[config.mk]
export PLATFORM = sky130hd
export DESIGN_NAME = base64_stream_encoder
export DESIGN_NICKNAME = d
export VERILOG_FILES = /design/src/hdl/b64e_pkg.sv /design/src/hdl/base64_stream_encoder.sv /design/src/hdl/b64e_front.sv /design/src/hdl/b64e_queue.sv /design/src/hdl/b64e_back.sv
export SDC_FILE = /design/constraint.sdc
export NUM_CORES = 1
export LEC_CHECK = 0
export ABC_AREA = 0
export BUFFER_PORTS_ARGS = -buffer_cell sky130_fd_sc_hd__buf_2
export CORE_ASPECT_RATIO = 0.75
export CORE_UTILIZATION = 40
export CTS_BUF_LIST = sky130_fd_sc_hd__clkbuf_16
export CTS_CLUSTER_DIAMETER = 60
export DETAILED_ROUTE_END_ITERATION = 10
export PLACE_DENSITY = 0.68
export SLEW_MARGIN = 30
export SYNTH_ARGS = -nofsm -noshare
export SYNTH_HDL_FRONTEND = slang
export SYNTH_HIERARCHICAL = 1
export SYNTH_SLANG_ARGS = --single-unit
[constraint.sdc]
create_clock -name clk -period 2.8 [get_ports clk]
set_input_delay 0.42 -clock clk [delete_from_list [all_inputs] [get_ports clk]]
set_output_delay 0.42 -clock clk [all_outputs]
set_load 0.02 [all_outputs]
[src/hdl/b64e_pkg.sv]
`timescale 1ns / 1ps

package b64e_pkg;

  localparam logic [7:0] PAD_CHAR   = 8'h3D;
  localparam logic [7:0] CHAR_PLUS  = 8'h2B;
  localparam logic [7:0] CHAR_SLASH = 8'h2F;
  localparam logic [7:0] CHAR_UPPER = 8'h41;
  localparam logic [7:0] CHAR_LOWER = 8'h61;
  localparam logic [7:0] CHAR_DIGIT = 8'h30;

  localparam logic FUNC_ENCODE = 1'b0;
  localparam logic FUNC_FINISH = 1'b1;

  localparam int QUEUE_DEPTH = 2;

  typedef struct packed {
    logic [1:0]      count;
    logic [2:0][7:0] chars;
  } job_t;

  typedef struct packed {
    logic full;
    logic not_empty;
  } queue_stat_t;

  function automatic logic [7:0] sym(input logic [5:0] v);
    logic [7:0] r;
    case (v) inside
      [6'd0:6'd25]:  r = CHAR_UPPER + {2'b00, v};
      [6'd26:6'd51]: r = CHAR_LOWER + {2'b00, v} - 8'd26;
      [6'd52:6'd61]: r = CHAR_DIGIT + {2'b00, v} - 8'd52;
      6'd62:         r = CHAR_PLUS;
      default:       r = CHAR_SLASH;
    endcase
    return r;
  endfunction

endpackage

[src/hdl/base64_stream_encoder.sv]
`timescale 1ns / 1ps

// Channel   Direction  Handshake            Payload
// input     in         in_valid / in_stall  func, data_byte
// output    out        out_valid/out_stall  out_char, last
//
// A data byte or finish is taken while the job queue has room.
// Characters leave one per cycle from the back register while out_stall is low: a byte gives one or two,
// a finish zero, two or three, so an item yields zero to three characters.
// With an idle back, a job's first character is valid once it has passed through the queue into the back register.
// Reset clears phase, carry, queue pointers and the back's busy flag and index.
// A full queue raises in_stall: output stalls or jobs of two or three characters fill it.

module base64_stream_encoder #(
  parameter int QUEUE_DEPTH = b64e_pkg::QUEUE_DEPTH
) (
  input  logic       clk,
  input  logic       rst,
  input  logic       in_valid,
  output logic       in_stall,
  input  logic       func,
  input  logic [7:0] data_byte,
  output logic       out_valid,
  input  logic       out_stall,
  output logic [7:0] out_char,
  output logic       last
);
  import b64e_pkg::*;

  logic        accept;
  logic        push;
  logic        pop_req;
  job_t        push_job;
  job_t        pop_job;
  queue_stat_t q_stat;

  assign in_stall = q_stat.full;
  assign accept   = in_valid && !in_stall;

  b64e_front u_front (
    .clk       (clk),
    .rst       (rst),
    .accept    (accept),
    .func      (func),
    .data_byte (data_byte),
    .push      (push),
    .job       (push_job)
  );

  b64e_queue #(
    .DEPTH (QUEUE_DEPTH)
  ) u_queue (
    .clk      (clk),
    .rst      (rst),
    .push     (push),
    .push_job (push_job),
    .pop_req  (pop_req),
    .pop_job  (pop_job),
    .stat     (q_stat)
  );

  b64e_back u_back (
    .clk       (clk),
    .rst       (rst),
    .q_job     (pop_job),
    .q_stat    (q_stat),
    .pop_req   (pop_req),
    .out_valid (out_valid),
    .out_stall (out_stall),
    .out_char  (out_char),
    .last      (last)
  );

endmodule

[src/hdl/b64e_front.sv]
`timescale 1ns / 1ps

module b64e_front (
  input  logic          clk,
  input  logic          rst,
  input  logic          accept,
  input  logic          func,
  input  logic [7:0]    data_byte,
  output logic          push,
  output b64e_pkg::job_t job
);
  import b64e_pkg::*;

  typedef enum logic [1:0] {PH0, PH1, PH2} phase_t;

  phase_t     phase;
  phase_t     phase_next;
  logic [3:0] carry;
  logic [3:0] carry_next;

  always_comb begin
    job        = '0;
    phase_next = phase;
    carry_next = carry;
    if (func == FUNC_ENCODE) begin
      carry_next = data_byte[3:0];
      case (phase)
        PH1: begin
          job.count    = 2'd1;
          job.chars[0] = sym({carry[1:0], data_byte[7:4]});
          phase_next   = PH2;
        end
        PH2: begin
          job.count    = 2'd2;
          job.chars[0] = sym({carry, data_byte[7:6]});
          job.chars[1] = sym(data_byte[5:0]);
          phase_next   = PH0;
        end
        default: begin
          job.count    = 2'd1;
          job.chars[0] = sym(data_byte[7:2]);
          phase_next   = PH1;
        end
      endcase
    end else begin
      carry_next = 4'd0;
      phase_next = PH0;
      case (phase)
        PH1: begin
          job.count    = 2'd3;
          job.chars[0] = sym({carry[1:0], 4'd0});
          job.chars[1] = PAD_CHAR;
          job.chars[2] = PAD_CHAR;
        end
        PH2: begin
          job.count    = 2'd2;
          job.chars[0] = sym({carry, 2'd0});
          job.chars[1] = PAD_CHAR;
        end
        default: begin
          job.count = 2'd0;
        end
      endcase
    end
  end

  assign push = accept && (job.count != 2'd0);

  always_ff @(posedge clk) begin
    if (rst) begin
      phase <= PH0;
      carry <= 4'd0;
    end else if (accept) begin
      phase <= phase_next;
      carry <= carry_next;
    end
  end

`ifndef SYNTHESIS
  a_push_nonempty: assert property (@(posedge clk) disable iff (rst)
    push |-> job.count != 2'd0)
    else $error("empty job pushed");
  a_finish_resets: assert property (@(posedge clk) disable iff (rst)
    (accept && func == FUNC_FINISH) |=> (phase == PH0 && carry == 4'd0))
    else $error("finish did not return to group start");
  a_encode_count: assert property (@(posedge clk) disable iff (rst)
    (accept && func == FUNC_ENCODE) |-> (job.count == 2'd1 || job.count == 2'd2))
    else $error("bad character count for data byte");
`endif

endmodule

[src/hdl/b64e_queue.sv]
`timescale 1ns / 1ps

module b64e_queue #(
  parameter int DEPTH = b64e_pkg::QUEUE_DEPTH
) (
  input  logic                  clk,
  input  logic                  rst,
  input  logic                  push,
  input  b64e_pkg::job_t        push_job,
  input  logic                  pop_req,
  output b64e_pkg::job_t        pop_job,
  output b64e_pkg::queue_stat_t stat
);
  import b64e_pkg::*;

  localparam int PTR_W = (DEPTH > 1) ? $clog2(DEPTH) : 1;
  localparam int CNT_W = $clog2(DEPTH + 1);
  localparam logic [PTR_W-1:0] LAST_PTR = PTR_W'(DEPTH - 1);
  localparam logic [CNT_W-1:0] FULL_CNT = CNT_W'(DEPTH);

  job_t             entries [DEPTH];
  logic [PTR_W-1:0] wr_ptr;
  logic [PTR_W-1:0] rd_ptr;
  logic [CNT_W-1:0] count;
  logic             pop;

  assign stat.full      = (count == FULL_CNT);
  assign stat.not_empty = (count != '0);
  assign pop            = pop_req && stat.not_empty;
  assign pop_job        = entries[rd_ptr];

  always_ff @(posedge clk) begin
    if (push) begin
      entries[wr_ptr] <= push_job;
    end
  end

  always_ff @(posedge clk) begin
    if (rst) begin
      wr_ptr <= '0;
      rd_ptr <= '0;
      count  <= '0;
    end else begin
      if (push) begin
        wr_ptr <= (wr_ptr == LAST_PTR) ? '0 : wr_ptr + 1'b1;
      end
      if (pop) begin
        rd_ptr <= (rd_ptr == LAST_PTR) ? '0 : rd_ptr + 1'b1;
      end
      if (push && !pop) begin
        count <= count + 1'b1;
      end else if (pop && !push) begin
        count <= count - 1'b1;
      end
    end
  end

`ifndef SYNTHESIS
  a_no_overflow: assert property (@(posedge clk) disable iff (rst)
    !(push && stat.full))
    else $error("push into full queue");
  a_count_bound: assert property (@(posedge clk) disable iff (rst)
    count <= FULL_CNT)
    else $error("queue count out of range");
  a_pop_drains: assert property (@(posedge clk) disable iff (rst)
    (pop && !push && count == CNT_W'(1)) |=> !stat.not_empty)
    else $error("queue not empty after last pop");
`endif

endmodule

[src/hdl/b64e_back.sv]
`timescale 1ns / 1ps

module b64e_back (
  input  logic                  clk,
  input  logic                  rst,
  input  b64e_pkg::job_t        q_job,
  input  b64e_pkg::queue_stat_t q_stat,
  output logic                  pop_req,
  output logic                  out_valid,
  input  logic                  out_stall,
  output logic [7:0]            out_char,
  output logic                  last
);
  import b64e_pkg::*;

  logic       busy;
  job_t       cur;
  logic [1:0] idx;
  logic       xfer;
  logic       done;

  assign out_valid = busy;
  assign out_char  = cur.chars[idx];
  assign last      = (idx == cur.count - 2'd1);
  assign xfer      = busy && !out_stall;
  assign done      = xfer && last;
  assign pop_req   = !busy || done;

  always_ff @(posedge clk) begin
    if (pop_req) begin
      cur <= q_job;
    end
  end

  always_ff @(posedge clk) begin
    if (rst) begin
      busy <= 1'b0;
      idx  <= 2'd0;
    end else if (pop_req) begin
      busy <= q_stat.not_empty;
      idx  <= 2'd0;
    end else if (xfer) begin
      idx <= idx + 2'd1;
    end
  end

`ifndef SYNTHESIS
  a_more_follows: assert property (@(posedge clk) disable iff (rst)
    (xfer && !last) |=> out_valid)
    else $error("job dropped before final character");
  a_idx_in_job: assert property (@(posedge clk) disable iff (rst)
    busy |-> (idx < cur.count))
    else $error("character index beyond job");
  a_refill: assert property (@(posedge clk) disable iff (rst)
    (pop_req && q_stat.not_empty) |=> (busy && idx == 2'd0))
    else $error("queued job not taken");
`endif

endmodule

==> impl_metrics.tcl <==
set metrics [dict create \
    vias_per_cell 5.79 \
    critPathBufInv 2 \
    fp.dieW_um 146 \
    slowest_stage "or4_1" \
    worst_pin_slew_ns 0.622 \
    synth_top_flop_cell "edfxtp_1" \
    drive_above_1_share 0.265 \
    cts_root_buffer "clkbuf_16" \
    crit_arrival_ns 2.70 \
    rr_startpoint "u_front/carry[0]$_SDFFE_PP0P_" \
    cts_sinks 92 \
    slew_viol_final 0 \
    period_minus_slack_ns 2.65 \
    ys_seq_area_frac 0.421 \
    drt_iter0_markers 605 \
    insertion_delay_ns 0.34 \
    startpoint_type "register" \
    via_count 5095 \
    place_congestion 0.927 \
    dp_hpwl_um 12700 \
    synth_most_common_cell "edfxtp_1" \
    synth_cell_types 91 \
    synthesis.area_um2 6220 \
    p_leak_nw 2.72 \
    top_level_ports 24 \
    path_cells "buf_4 > ha_1 > a21oi_1 > a32oi_2 > buf_4 > or4_1 > nand4_1 > nand4_1" \
    coreArea_um2 15200 \
    worst_clock_skew_ns 0.00631 \
    synth.avg_cell_area_um2 10.3 \
    tns_ns 0 \
    endpoint_kind "register" \
    finalCritPeriodShare 0.948 \
    hp-class "input pin to register" \
    final_hold_viol_count 0 \
    cp_max_fo 8 \
    worstPathRequired_ns 2.85 \
    io_buffers 23 \
    ant_nets 0 \
    min_from "out_stall" \
    max-slew-margin-rel 0.584 \
    ys_top_cells_by_area "edfxtp_1, ha_1, mux2_2, dfxtp_1, o21ai_0" \
    synthTopCellsByCount "edfxtp_1, nand2_1, nor2_1" \
    wl_per_cell_um 19.2 \
    finalSetupViolCount 0 \
    grtUsageTotal 0.217 \
    synth_seq_cells 92 \
    rows 39 \
    rsz0062_at_grt "false" \
    cts_made_buffers 9 \
    start_util 0.409 \
    drc 0 \
    cts_buffer_depth 2 \
    die_h_um 110 \
    gr-total-overflow 0 \
    syn-instance-count 605 \
    synth_area_leader_cell "edfxtp_1" \
    drt_wl_total_um 16900 \
    drv_cap 0 \
    fmax_ghz 0.377 \
    postSynth.asyncResetShare 0 \
    max_stage_delay_ns 0.52 \
    cts_max_level 3 \
    dr.pass1.iters 5 \
    grt_pass1_wl_um 26900 \
    synth-edff-count 78 \
    ir_drop_v 0.000501 \
    cp_top_family "simple AND/OR/NAND/NOR gates" \
    yosys_warnings 6 \
    clk_pin_slew_worst_paths_ns 0.07 \
    cts-resized-gates 2 \
    outcome "completed" \
    crit_type "register to register" \
    cts_setup_buffers 0 \
    num_antenna_cells 0 \
    antenna_found_initial 1 \
    cp-startpoint "u_front/carry[0]$_SDFFE_PP0P_" \
    grt_pass1_vias 4808 \
    cts_hold_buf 0 \
    cts_tree "yes" \
    die-area_um2 16100 \
    synth_top_area_frac 0.376 \
    powerDensity_nw_per_um2 643 \
    grt_max_degree 27 \
    final_core_util 0.475 \
    nNetsFinal 714 \
    area_growth_pct 16.3 \
]
path summary, 6_finish.rpt:
path	endpoint	cells past startpoint	slack, ns
setup / recovery	u_queue/entries[1][0]$_DFFE_PP_	8	0.15
hold / removal	u_back/idx[0]$_SDFFE_PP0N_	3	0.38
setup reg to reg	u_queue/entries[1][0]$_DFFE_PP_	8	0.15
hold reg to reg	u_front/carry[2]$_SDFFE_PP0P_	2	0.51
sequential cells by signal, summed over array words and instances (netlist names), named ones only:
| name | flops |
|---|---|
| u_front/carry | 4 |
| u_queue/rd_ptr | 1 |
| u_front/phase | 2 |
| u_queue/entries | 52 |
| u_back/idx | 2 |
| u_back/cur | 26 |
| u_queue/count | 2 |
| u_back/out_valid | 1 |
| u_queue/wr_ptr | 1 |
metrics by stage:
stage	power (W)	instance area (um^2)	std cells	setup slack (ns)	hold WS, ns
after CTS	0.00467	7210	880	0.0176	0.362
after global routing	0.00489	7240	880	0.0446	0.391
after floorplan	0.00308	6230	607	0.113	0.466
after detailed placement	0.00356	6940	864	-0.148	0.500
after global placement	0.00352	6940	864	-0.0863	0.479
final	0.00466	7240	880	0.147	0.378
worst min-delay path: stages:
cell	delay (ns)
buf_2	0.12
nand2_1	0.08
a21oi_2	0.05
routing by layer:
| metal | up-vias | wire length (um) | GRT usage |
|---|---|---|---|
| li1 | 2392 | - | - |
| met1 | 2499 | 8410 | 0.325 |
| met2 | 180 | 7070 | 0.322 |
| met3 | 22 | 1210 | 0.0395 |
| met4 | 2 | 216 | 0.0513 |
| met5 | - | 13 | 0 |
logic make-up after synthesis:
logic type      count (synthesis)  synth area share
simple gates                  183             0.159
compound gates                167             0.197
flops                          92             0.421
buf+inv                        68            0.0557
mux                            38            0.0674
fa+ha+maj                      31            0.0623
xor+xnor                       25            0.0364
other cells                     1          0.000603
power breakdown:
group / internal [W] / total [W] / leakage (nW) / switching, W
clock: 0.000604 / 0.00111 / 0.130 / 0.000509
combinational: 0.000637 / 0.00151 / 1.71 / 0.000877
sequential: 0.00191 / 0.00203 / 0.877 / 0.000122
total: 0.00315 / 0.00466 / 2.72 / 0.00151
final cells by class:
cell class                      instances  area [um^2]
Clock inverter                          7         50.0
Timing Repair Buffer                  100          718
Clock buffer                            9          225
Sequential cell                        92         2630
Fill cell                            1420         7990
Tap cell                              205          256
Multi-Input combinational cell        447         3280
Inverter                               20         75.1
cells in the final DEF (no fill, tap or decap), drive strengths merged, types with 4 or more instances in the layout:
| cell type | count |
|---|---|
| mux2i | 10 |
| o211ai | 7 |
| ha | 31 |
| o311ai | 5 |
| nand2b | 9 |
| a311oi | 5 |
| edfxtp | 78 |
| a31oi | 9 |
| xnor2 | 18 |
| clkbuf | 9 |
| xor2 | 7 |
| o21ai | 43 |
| a21o | 4 |
| nand3 | 17 |
| a21boi | 4 |
| and2 | 7 |
| nor2b | 20 |
| or3 | 8 |
| buf | 100 |
| o31ai | 11 |
| mux2 | 28 |
| nand4 | 10 |
| dfxtp | 14 |
| a21oi | 25 |
| nor3 | 18 |
| a211oi | 11 |
| and3 | 7 |
| inv | 22 |
| nand2 | 36 |
| o21a | 6 |
| nor2 | 35 |
Note: power is estimated with default switching activity, not from simulation.
